[src/design/snv_pkg.sv]
// ----------------------------------------------------------------------------
// snv_pkg
// shared types and constants of the snv c/n0 estimator
// ----------------------------------------------------------------------------
`default_nettype none

package snv_pkg;

    localparam int FRAC_BITS     = 12;
    localparam int LOG_FRAC_BITS = 16;
    localparam int MANT_W        = 31;
    localparam int DB_W          = 16;
    localparam int CFG_W         = 16;
    localparam int CFG_IDX_W     = 2;
    localparam int ALPHA_W       = 16;
    localparam int DBL_W         = 19;

    localparam logic signed [DBL_W-1:0] DB_PER_LOG2 = 19'sd197283;
    localparam logic signed [17:0]      NSR_CAP     = 18'sd40960;
    localparam logic signed [DB_W-1:0]  CN0_MAX     = 16'sh7fff;
    localparam logic signed [DB_W-1:0]  CN0_MIN     = 16'sh8000;
    localparam logic signed [DB_W-1:0]  INIT_EST    = 16'sd10240;
    localparam logic [ALPHA_W-1:0]      ALPHA_RST   = 16'd6554;

    typedef enum logic [CFG_IDX_W-1:0] {
        REG_IIR_COEF  = 2'd0,
        REG_BW_OFFSET = 2'd1,
        REG_INIT_EST  = 2'd2,
        REG_UNUSED    = 2'd3
    } snv_reg_t;

    typedef enum logic [3:0] {
        OP_NONE,
        OP_LOAD,
        OP_ACC,
        OP_DIV_INIT,
        OP_DIV_STEP,
        OP_DIV_END,
        OP_IIR_INIT,
        OP_IIR_STEP,
        OP_IIR_END,
        OP_SQR_STEP,
        OP_NORM_INIT,
        OP_NORM_STEP,
        OP_LOG_INIT,
        OP_LOG_STEP,
        OP_SCALE,
        OP_FINISH
    } snv_op_t;

    typedef enum logic [3:0] {
        S_IDLE,
        S_ACC,
        S_DIV_INIT,
        S_DIV,
        S_DIV_END,
        S_IIR_INIT,
        S_IIR,
        S_IIR_END,
        S_SQR,
        S_CHECK,
        S_NORM,
        S_LOG_INIT,
        S_LOG,
        S_SCALE,
        S_FINISH,
        S_OUT
    } snv_state_t;

    typedef struct packed {
        snv_op_t op;
        logic    out_load;
    } snv_cmd_t;

    typedef struct packed {
        logic warm_gt1;
        logic warm_ne0;
        logic ps_ge_pt;
        logic ps_zero;
    } snv_status_t;

endpackage

`default_nettype wire

[src/design/snv_controller.sv]
// ----------------------------------------------------------------------------
// snv_controller
// sequences one item through the datapath and holds the output valid
// ----------------------------------------------------------------------------
`default_nettype none

module snv_controller
    import snv_pkg::*;
#(
    parameter int AMP_W      = 32,
    parameter int POW_W      = 48,
    parameter int NORM_STEPS = 6,
    parameter int DIV_STEPS  = 4
) (
    input  wire logic        clk,
    input  wire logic        rst_n,
    input  wire logic        in_valid,
    output logic             in_ready,
    output logic             out_valid,
    input  wire logic        out_ready,
    input  wire snv_status_t status,
    output snv_cmd_t         cmd
);

    localparam int CNT_W = $clog2(POW_W + 1);

    snv_state_t       state_reg, state_next;
    logic [CNT_W-1:0] cnt_reg, cnt_next;
    logic             ov_reg, ov_next;

    assign out_valid = ov_reg;

    always_ff @(posedge clk or negedge rst_n)
    begin
        if (!rst_n)
        begin
            state_reg <= S_IDLE;
            cnt_reg   <= '0;
            ov_reg    <= 1'b0;
        end
        else
        begin
            state_reg <= state_next;
            cnt_reg   <= cnt_next;
            ov_reg    <= ov_next;
        end
    end

    always_comb
    begin
        state_next   = state_reg;
        cnt_next     = cnt_reg;
        in_ready     = 1'b0;
        cmd.op       = OP_NONE;
        cmd.out_load = 1'b0;
        ov_next      = ov_reg && !out_ready;

        case (state_reg)
            S_IDLE:
            begin
                in_ready = 1'b1;
                if (in_valid)
                begin
                    cmd.op = OP_LOAD;
                    if (status.warm_gt1)
                    begin
                        state_next = S_ACC;
                    end
                    else if (status.warm_ne0)
                    begin
                        state_next = S_DIV_INIT;
                    end
                    else
                    begin
                        state_next = S_IIR_INIT;
                    end
                end
            end
            S_ACC:
            begin
                cmd.op     = OP_ACC;
                state_next = S_OUT;
            end
            S_DIV_INIT:
            begin
                cmd.op     = OP_DIV_INIT;
                cnt_next   = CNT_W'(DIV_STEPS - 1);
                state_next = S_DIV;
            end
            S_DIV:
            begin
                cmd.op   = OP_DIV_STEP;
                cnt_next = cnt_reg - CNT_W'(1);
                if (cnt_reg == '0)
                begin
                    state_next = S_DIV_END;
                end
            end
            S_DIV_END:
            begin
                cmd.op     = OP_DIV_END;
                state_next = S_OUT;
            end
            S_IIR_INIT:
            begin
                cmd.op     = OP_IIR_INIT;
                cnt_next   = CNT_W'(ALPHA_W - 1);
                state_next = S_IIR;
            end
            S_IIR:
            begin
                cmd.op   = OP_IIR_STEP;
                cnt_next = cnt_reg - CNT_W'(1);
                if (cnt_reg == '0)
                begin
                    state_next = S_IIR_END;
                end
            end
            S_IIR_END:
            begin
                cmd.op     = OP_IIR_END;
                cnt_next   = CNT_W'(AMP_W - 1);
                state_next = S_SQR;
            end
            S_SQR:
            begin
                cmd.op   = OP_SQR_STEP;
                cnt_next = cnt_reg - CNT_W'(1);
                if (cnt_reg == '0)
                begin
                    state_next = S_CHECK;
                end
            end
            S_CHECK:
            begin
                if (status.ps_ge_pt || status.ps_zero)
                begin
                    state_next = S_FINISH;
                end
                else
                begin
                    cmd.op     = OP_NORM_INIT;
                    cnt_next   = CNT_W'(NORM_STEPS - 1);
                    state_next = S_NORM;
                end
            end
            S_NORM:
            begin
                cmd.op   = OP_NORM_STEP;
                cnt_next = cnt_reg - CNT_W'(1);
                if (cnt_reg == '0)
                begin
                    state_next = S_LOG_INIT;
                end
            end
            S_LOG_INIT:
            begin
                cmd.op     = OP_LOG_INIT;
                cnt_next   = CNT_W'(LOG_FRAC_BITS - 1);
                state_next = S_LOG;
            end
            S_LOG:
            begin
                cmd.op   = OP_LOG_STEP;
                cnt_next = cnt_reg - CNT_W'(1);
                if (cnt_reg == '0)
                begin
                    state_next = S_SCALE;
                end
            end
            S_SCALE:
            begin
                cmd.op     = OP_SCALE;
                state_next = S_FINISH;
            end
            S_FINISH:
            begin
                cmd.op     = OP_FINISH;
                state_next = S_OUT;
            end
            S_OUT:
            begin
                if (!ov_reg || out_ready)
                begin
                    cmd.out_load = 1'b1;
                    ov_next      = 1'b1;
                    state_next   = S_IDLE;
                end
            end
            default:
            begin
                state_next = S_IDLE;
            end
        endcase
    end

`ifndef NO_ASSERTIONS
    a_accept_leaves_idle: assert property (@(posedge clk) disable iff (!rst_n)
        (state_reg == S_IDLE && in_valid) |=> (state_reg != S_IDLE))
        else $error("item accepted but controller stayed idle");

    a_out_waits: assert property (@(posedge clk) disable iff (!rst_n)
        (state_reg == S_OUT && ov_reg && !out_ready) |=> (state_reg == S_OUT))
        else $error("result overwrote an item not yet taken");

    a_div_done: assert property (@(posedge clk) disable iff (!rst_n)
        (state_reg == S_DIV && cnt_reg == '0) |=> (state_reg == S_DIV_END))
        else $error("divide did not finish after its last step");

    a_saturate_skip: assert property (@(posedge clk) disable iff (!rst_n)
        (state_reg == S_CHECK && status.ps_ge_pt) |=> (state_reg == S_FINISH))
        else $error("log path taken with no noise power");
`endif

endmodule

`default_nettype wire

[config.mk]
export PLATFORM = sky130hd
export DESIGN_NAME = snv_controller
export DESIGN_NICKNAME = d
export VERILOG_FILES = /design/src/design/snv_pkg.sv /design/src/design/snv_controller.sv
export SDC_FILE = /design/constraint.sdc
export NUM_CORES = 1
export LEC_CHECK = 0
export CORE_MARGIN = 2
export CORE_UTILIZATION = 47
export DETAILED_ROUTE_END_ITERATION = 16
export DONT_BUFFER_PORTS = 1
export GPL_TIMING_DRIVEN = 0
export PLACE_DENSITY = 0.64
export SLEW_MARGIN = 40
export SYNTH_ARGS = -nofsm -noshare
export SYNTH_HDL_FRONTEND = slang
export SYNTH_SLANG_ARGS = --single-unit
[constraint.sdc]
create_clock -name clk -period 1.7 [get_ports clk]
set_clock_uncertainty 0.05 [all_clocks]
set_input_delay 0.17 -clock clk [delete_from_list [all_inputs] [get_ports clk]]
set_output_delay 0.17 -clock clk [all_outputs]
set_load 0.05 [all_outputs]
==> metrics.md <==
| Metric | Value |
|---|---|
| Num Clock Sinks | `11` |
| Status | `complete, but fails checks` |
| Crit path DAT | `2.09 ns` |
| Period minus WS final | `1.99 ns` |
| Worst-path cell chain | `buf_6 > nor4_4 > o2bb2ai_2 > a21oi_2 > a221o_1` |
| Slew Limit Headroom | `0.443` |
| Post-synthesis sequential area ratio | `0.271` |
| R2r startpoint | `state_reg[2]$_DFFE_PN0P_` |
| Core ar. | `2000 sq um` |
| Worst Setup Slack post-DPL | `-0.323 ns` |
| Antenna Cells | `0` |
| Via count | `1100` |
| Post-Syn Nets | `125` |
| Setup Viol. Count Final | `15` |
| GPL Wtd Cong | `0.807` |
| Share of cells above drive strength 1 | `0.466` |
| Hpwl dp | `1.77 mm` |
| ANT nets after route | `0` |
| Avg Inst Size Synth | `8.83 sq um` |
| DRT iter0 DRCs | `50` |
| Initial antenna violation count | `0` |
| Die width | `50.5 um` |
| Hold Path Cell Cnt | `2` |
| Root Driver | `clkbuf_4` |
| Die Area | `2550 sq um` |
| Buf/Inv on CP | `1` |
| CTS max path bufs | `2` |
| Tcrit/Tclk final | `1.17` |
| Max reg flops | `6` |
| Ports | `15` |
| Starting Density | `0.507` |
| Vias in the first global route | `987` |
| Post-Syn Area | `1020 sq um` |
| Synth async-reset ratio | `1.00` |
| Commonest non-fill, non-tap cell in the layout | `buf_4` |
| Worst path top cell family by delay | `simple AND/OR/NAND/NOR gates` |
| Max incr delay on CP | `0.73 ns` |
| Largest net degree at the start of global routing | `12` |
| Failing checks | `negative setup slack` |
| Max stage delay cell, worst path | `nor4_4` |
| Post-Route WL | `3.37 mm` |
| Global Route Usage Sum | `0.230` |
| Post-synth top area cell | `dfrtp_1` |
| Worst Hold Launch | `out_ready` |
| Htree depth | `1` |
| Total grt overflow | `0` |
| WHS | `0.0763 ns` |
| Max Clock Freq | `0.503 GHz` |
| CP max FO | `3` |
| CTS clk-pin slew, worst paths | `0.08 ns` |
| Synth Flop Type | `dfrtp_1` |
| Die extent in y | `50.5 um` |
| Hold endpoint | `out_valid$_DFF_PN0_` |
| R2R setup slack | `-0.29 ns` |
| Crit path launch type | `flip-flop` |
| Row count | `16` |
| Inserted Clock Buffers | `3` |
| Crit Path Category | `flip-flop to flip-flop` |
| Crit path required time | `1.80 ns` |
| Detailed Routing Iterations Pass 1 | `5` |
| RSZ-0062 raised after global routing | `yes` |
| Setup WS post-layout | `-0.289 ns` |
| WL per Instance | `19.5 um` |
| Post-Synthesis Cells | `115` |
| Unique cell type count in the Yosys netlist | `45` |
| Top cells by area, synth | `dfrtp_1, clkbuf_8, a221o_1, o21ai_0, buf_6` |
| IO Port Bufs | `0` |
| Pins Over Slew Limit | `0` |
| Area Overhead vs Synth | `51.1%` |
| Reg2reg end | `state_reg[0]$_DFFE_PN0P_` |
| Yosys warning count | `0` |
| EDFF count, synth | `0` |
| DRC viols | `0` |
| Commonest cells after routing, fill and taps aside | `buf_4, dfrtp_1, buf_6, inv_1` |
| Vias/cell | `6.36` |
| Slew @ Worst Pin | `0.829 ns` |
| Worst-skew pair later-pin latency | `0.26 ns` |
| First-pass GRT wire length | `4.50 mm` |
| Worst min-delay path class | `input pin to flip-flop` |
| Synth Register Bits | `11` |
| Post-synth top area share | `0.271` |
| Crit. End Element | `flip-flop` |
| Fillers | `129` |
| CTS tree | `yes` |
| Max-cap check violation count | `0` |
| Setup_tns | `-2.11 ns` |
| Worst r2r path cells | `5` |
| Final Hold Fails | `0` |
| Final Net Count | `157` |
## timing repair
action	CTS	global route
hold buffers	1	0
gates resized for setup	22	27
buffers inserted	11	14
setup endpoints to repair	13	15
cloned	0	1
endpoints found under the hold margin	11	0
pin swaps	10	7
## cell usage after synthesis (2+ instances only)
| cell type | count |
|---|---|
| a21o_1 | 4 |
| a21oi_1 | 5 |
| a221o_1 | 4 |
| a32o_1 | 2 |
| buf_6 | 3 |
| clkbuf_1 | 2 |
| clkbuf_8 | 5 |
| dfrtp_1 | 11 |
| ha_1 | 2 |
| inv_1 | 7 |
| mux2i_1 | 2 |
| nand2_1 | 6 |
| nand2b_1 | 4 |
| nand3_1 | 4 |
| nand3b_1 | 3 |
| nor2_1 | 5 |
| nor2b_1 | 2 |
| nor3_1 | 4 |
| nor4_1 | 2 |
| o21ai_0 | 7 |
| o2bb2ai_1 | 3 |
| o31ai_1 | 2 |
| o32ai_1 | 2 |
| or3_1 | 2 |
| xnor2_1 | 2 |
## layout make-up
| cell class | instances | area [sq um] | share of cell area |
|---|---|---|---|
| sequential | 11 | 275 | 0.179 |
| inverter | 7 | 26.3 | 0.0171 |
| buffer | 10 | 146 | 0.0954 |
| multi-input combinational | 86 | 766 | 0.499 |
| tap | 27 | 33.8 | 0.0220 |
| clock buffer | 4 | 26.3 | 0.0171 |
| timing repair buffer | 28 | 262 | 0.170 |
## logic make-up after synthesis
logic type      Yosys count  share of synthesized area
buf+inv                  18                      0.139
xor+xnor                  3                     0.0259
flops                    11                      0.271
simple gates             39                      0.220
mux                       2                     0.0197
compound gates           39                      0.289
fa+ha+maj                 3                     0.0345
## through the flow
step	area (sq um)	std cells	util
floorplan	1060	115	-
global placement	1100	142	0.548
detailed placement	1100	143	0.551
CTS	1330	159	0.665
global route	1540	173	0.767
finish	1540	173	0.767
## layer usage
layer  part of all wire  GRT usage  vias up
li1                   -          -      496
met4              0.023     0.0811        0
met5                  0          0        -
met2               0.52      0.393       62
met3              0.065     0.0208       10
met1               0.39      0.302      532
## worst reg2reg max path: stages (launching register included)
cell and delay, ns:
dfrtp_1 0.41, buf_6 0.14, nor4_4 0.73, o2bb2ai_2 0.20, a21oi_2 0.06, a221o_1 0.29
## worst max-delay path by stage
| stage | startpoint | to | cells past startpoint |
|---|---|---|---|
| 2_1_floorplan | state_reg[3]$_DFFE_PN0P_ | state_reg[0]$_DFFE_PN0P_ | 5 |
| 3_3_place_gp | state_reg[3]$_DFFE_PN0P_ | state_reg[0]$_DFFE_PN0P_ | 5 |
| 3_5_place_dp | state_reg[3]$_DFFE_PN0P_ | state_reg[0]$_DFFE_PN0P_ | 5 |
| 4_1_cts | state_reg[2]$_DFFE_PN0P_ | state_reg[0]$_DFFE_PN0P_ | 5 |
| 5_1_grt | state_reg[2]$_DFFE_PN0P_ | state_reg[0]$_DFFE_PN0P_ | 5 |
| 6_report | state_reg[2]$_DFFE_PN0P_ | state_reg[0]$_DFFE_PN0P_ | 5 |
Power is left out: the tool's default activity adds up to more than one toggle a clock period on the data nets, which glitch-free logic cannot reach.
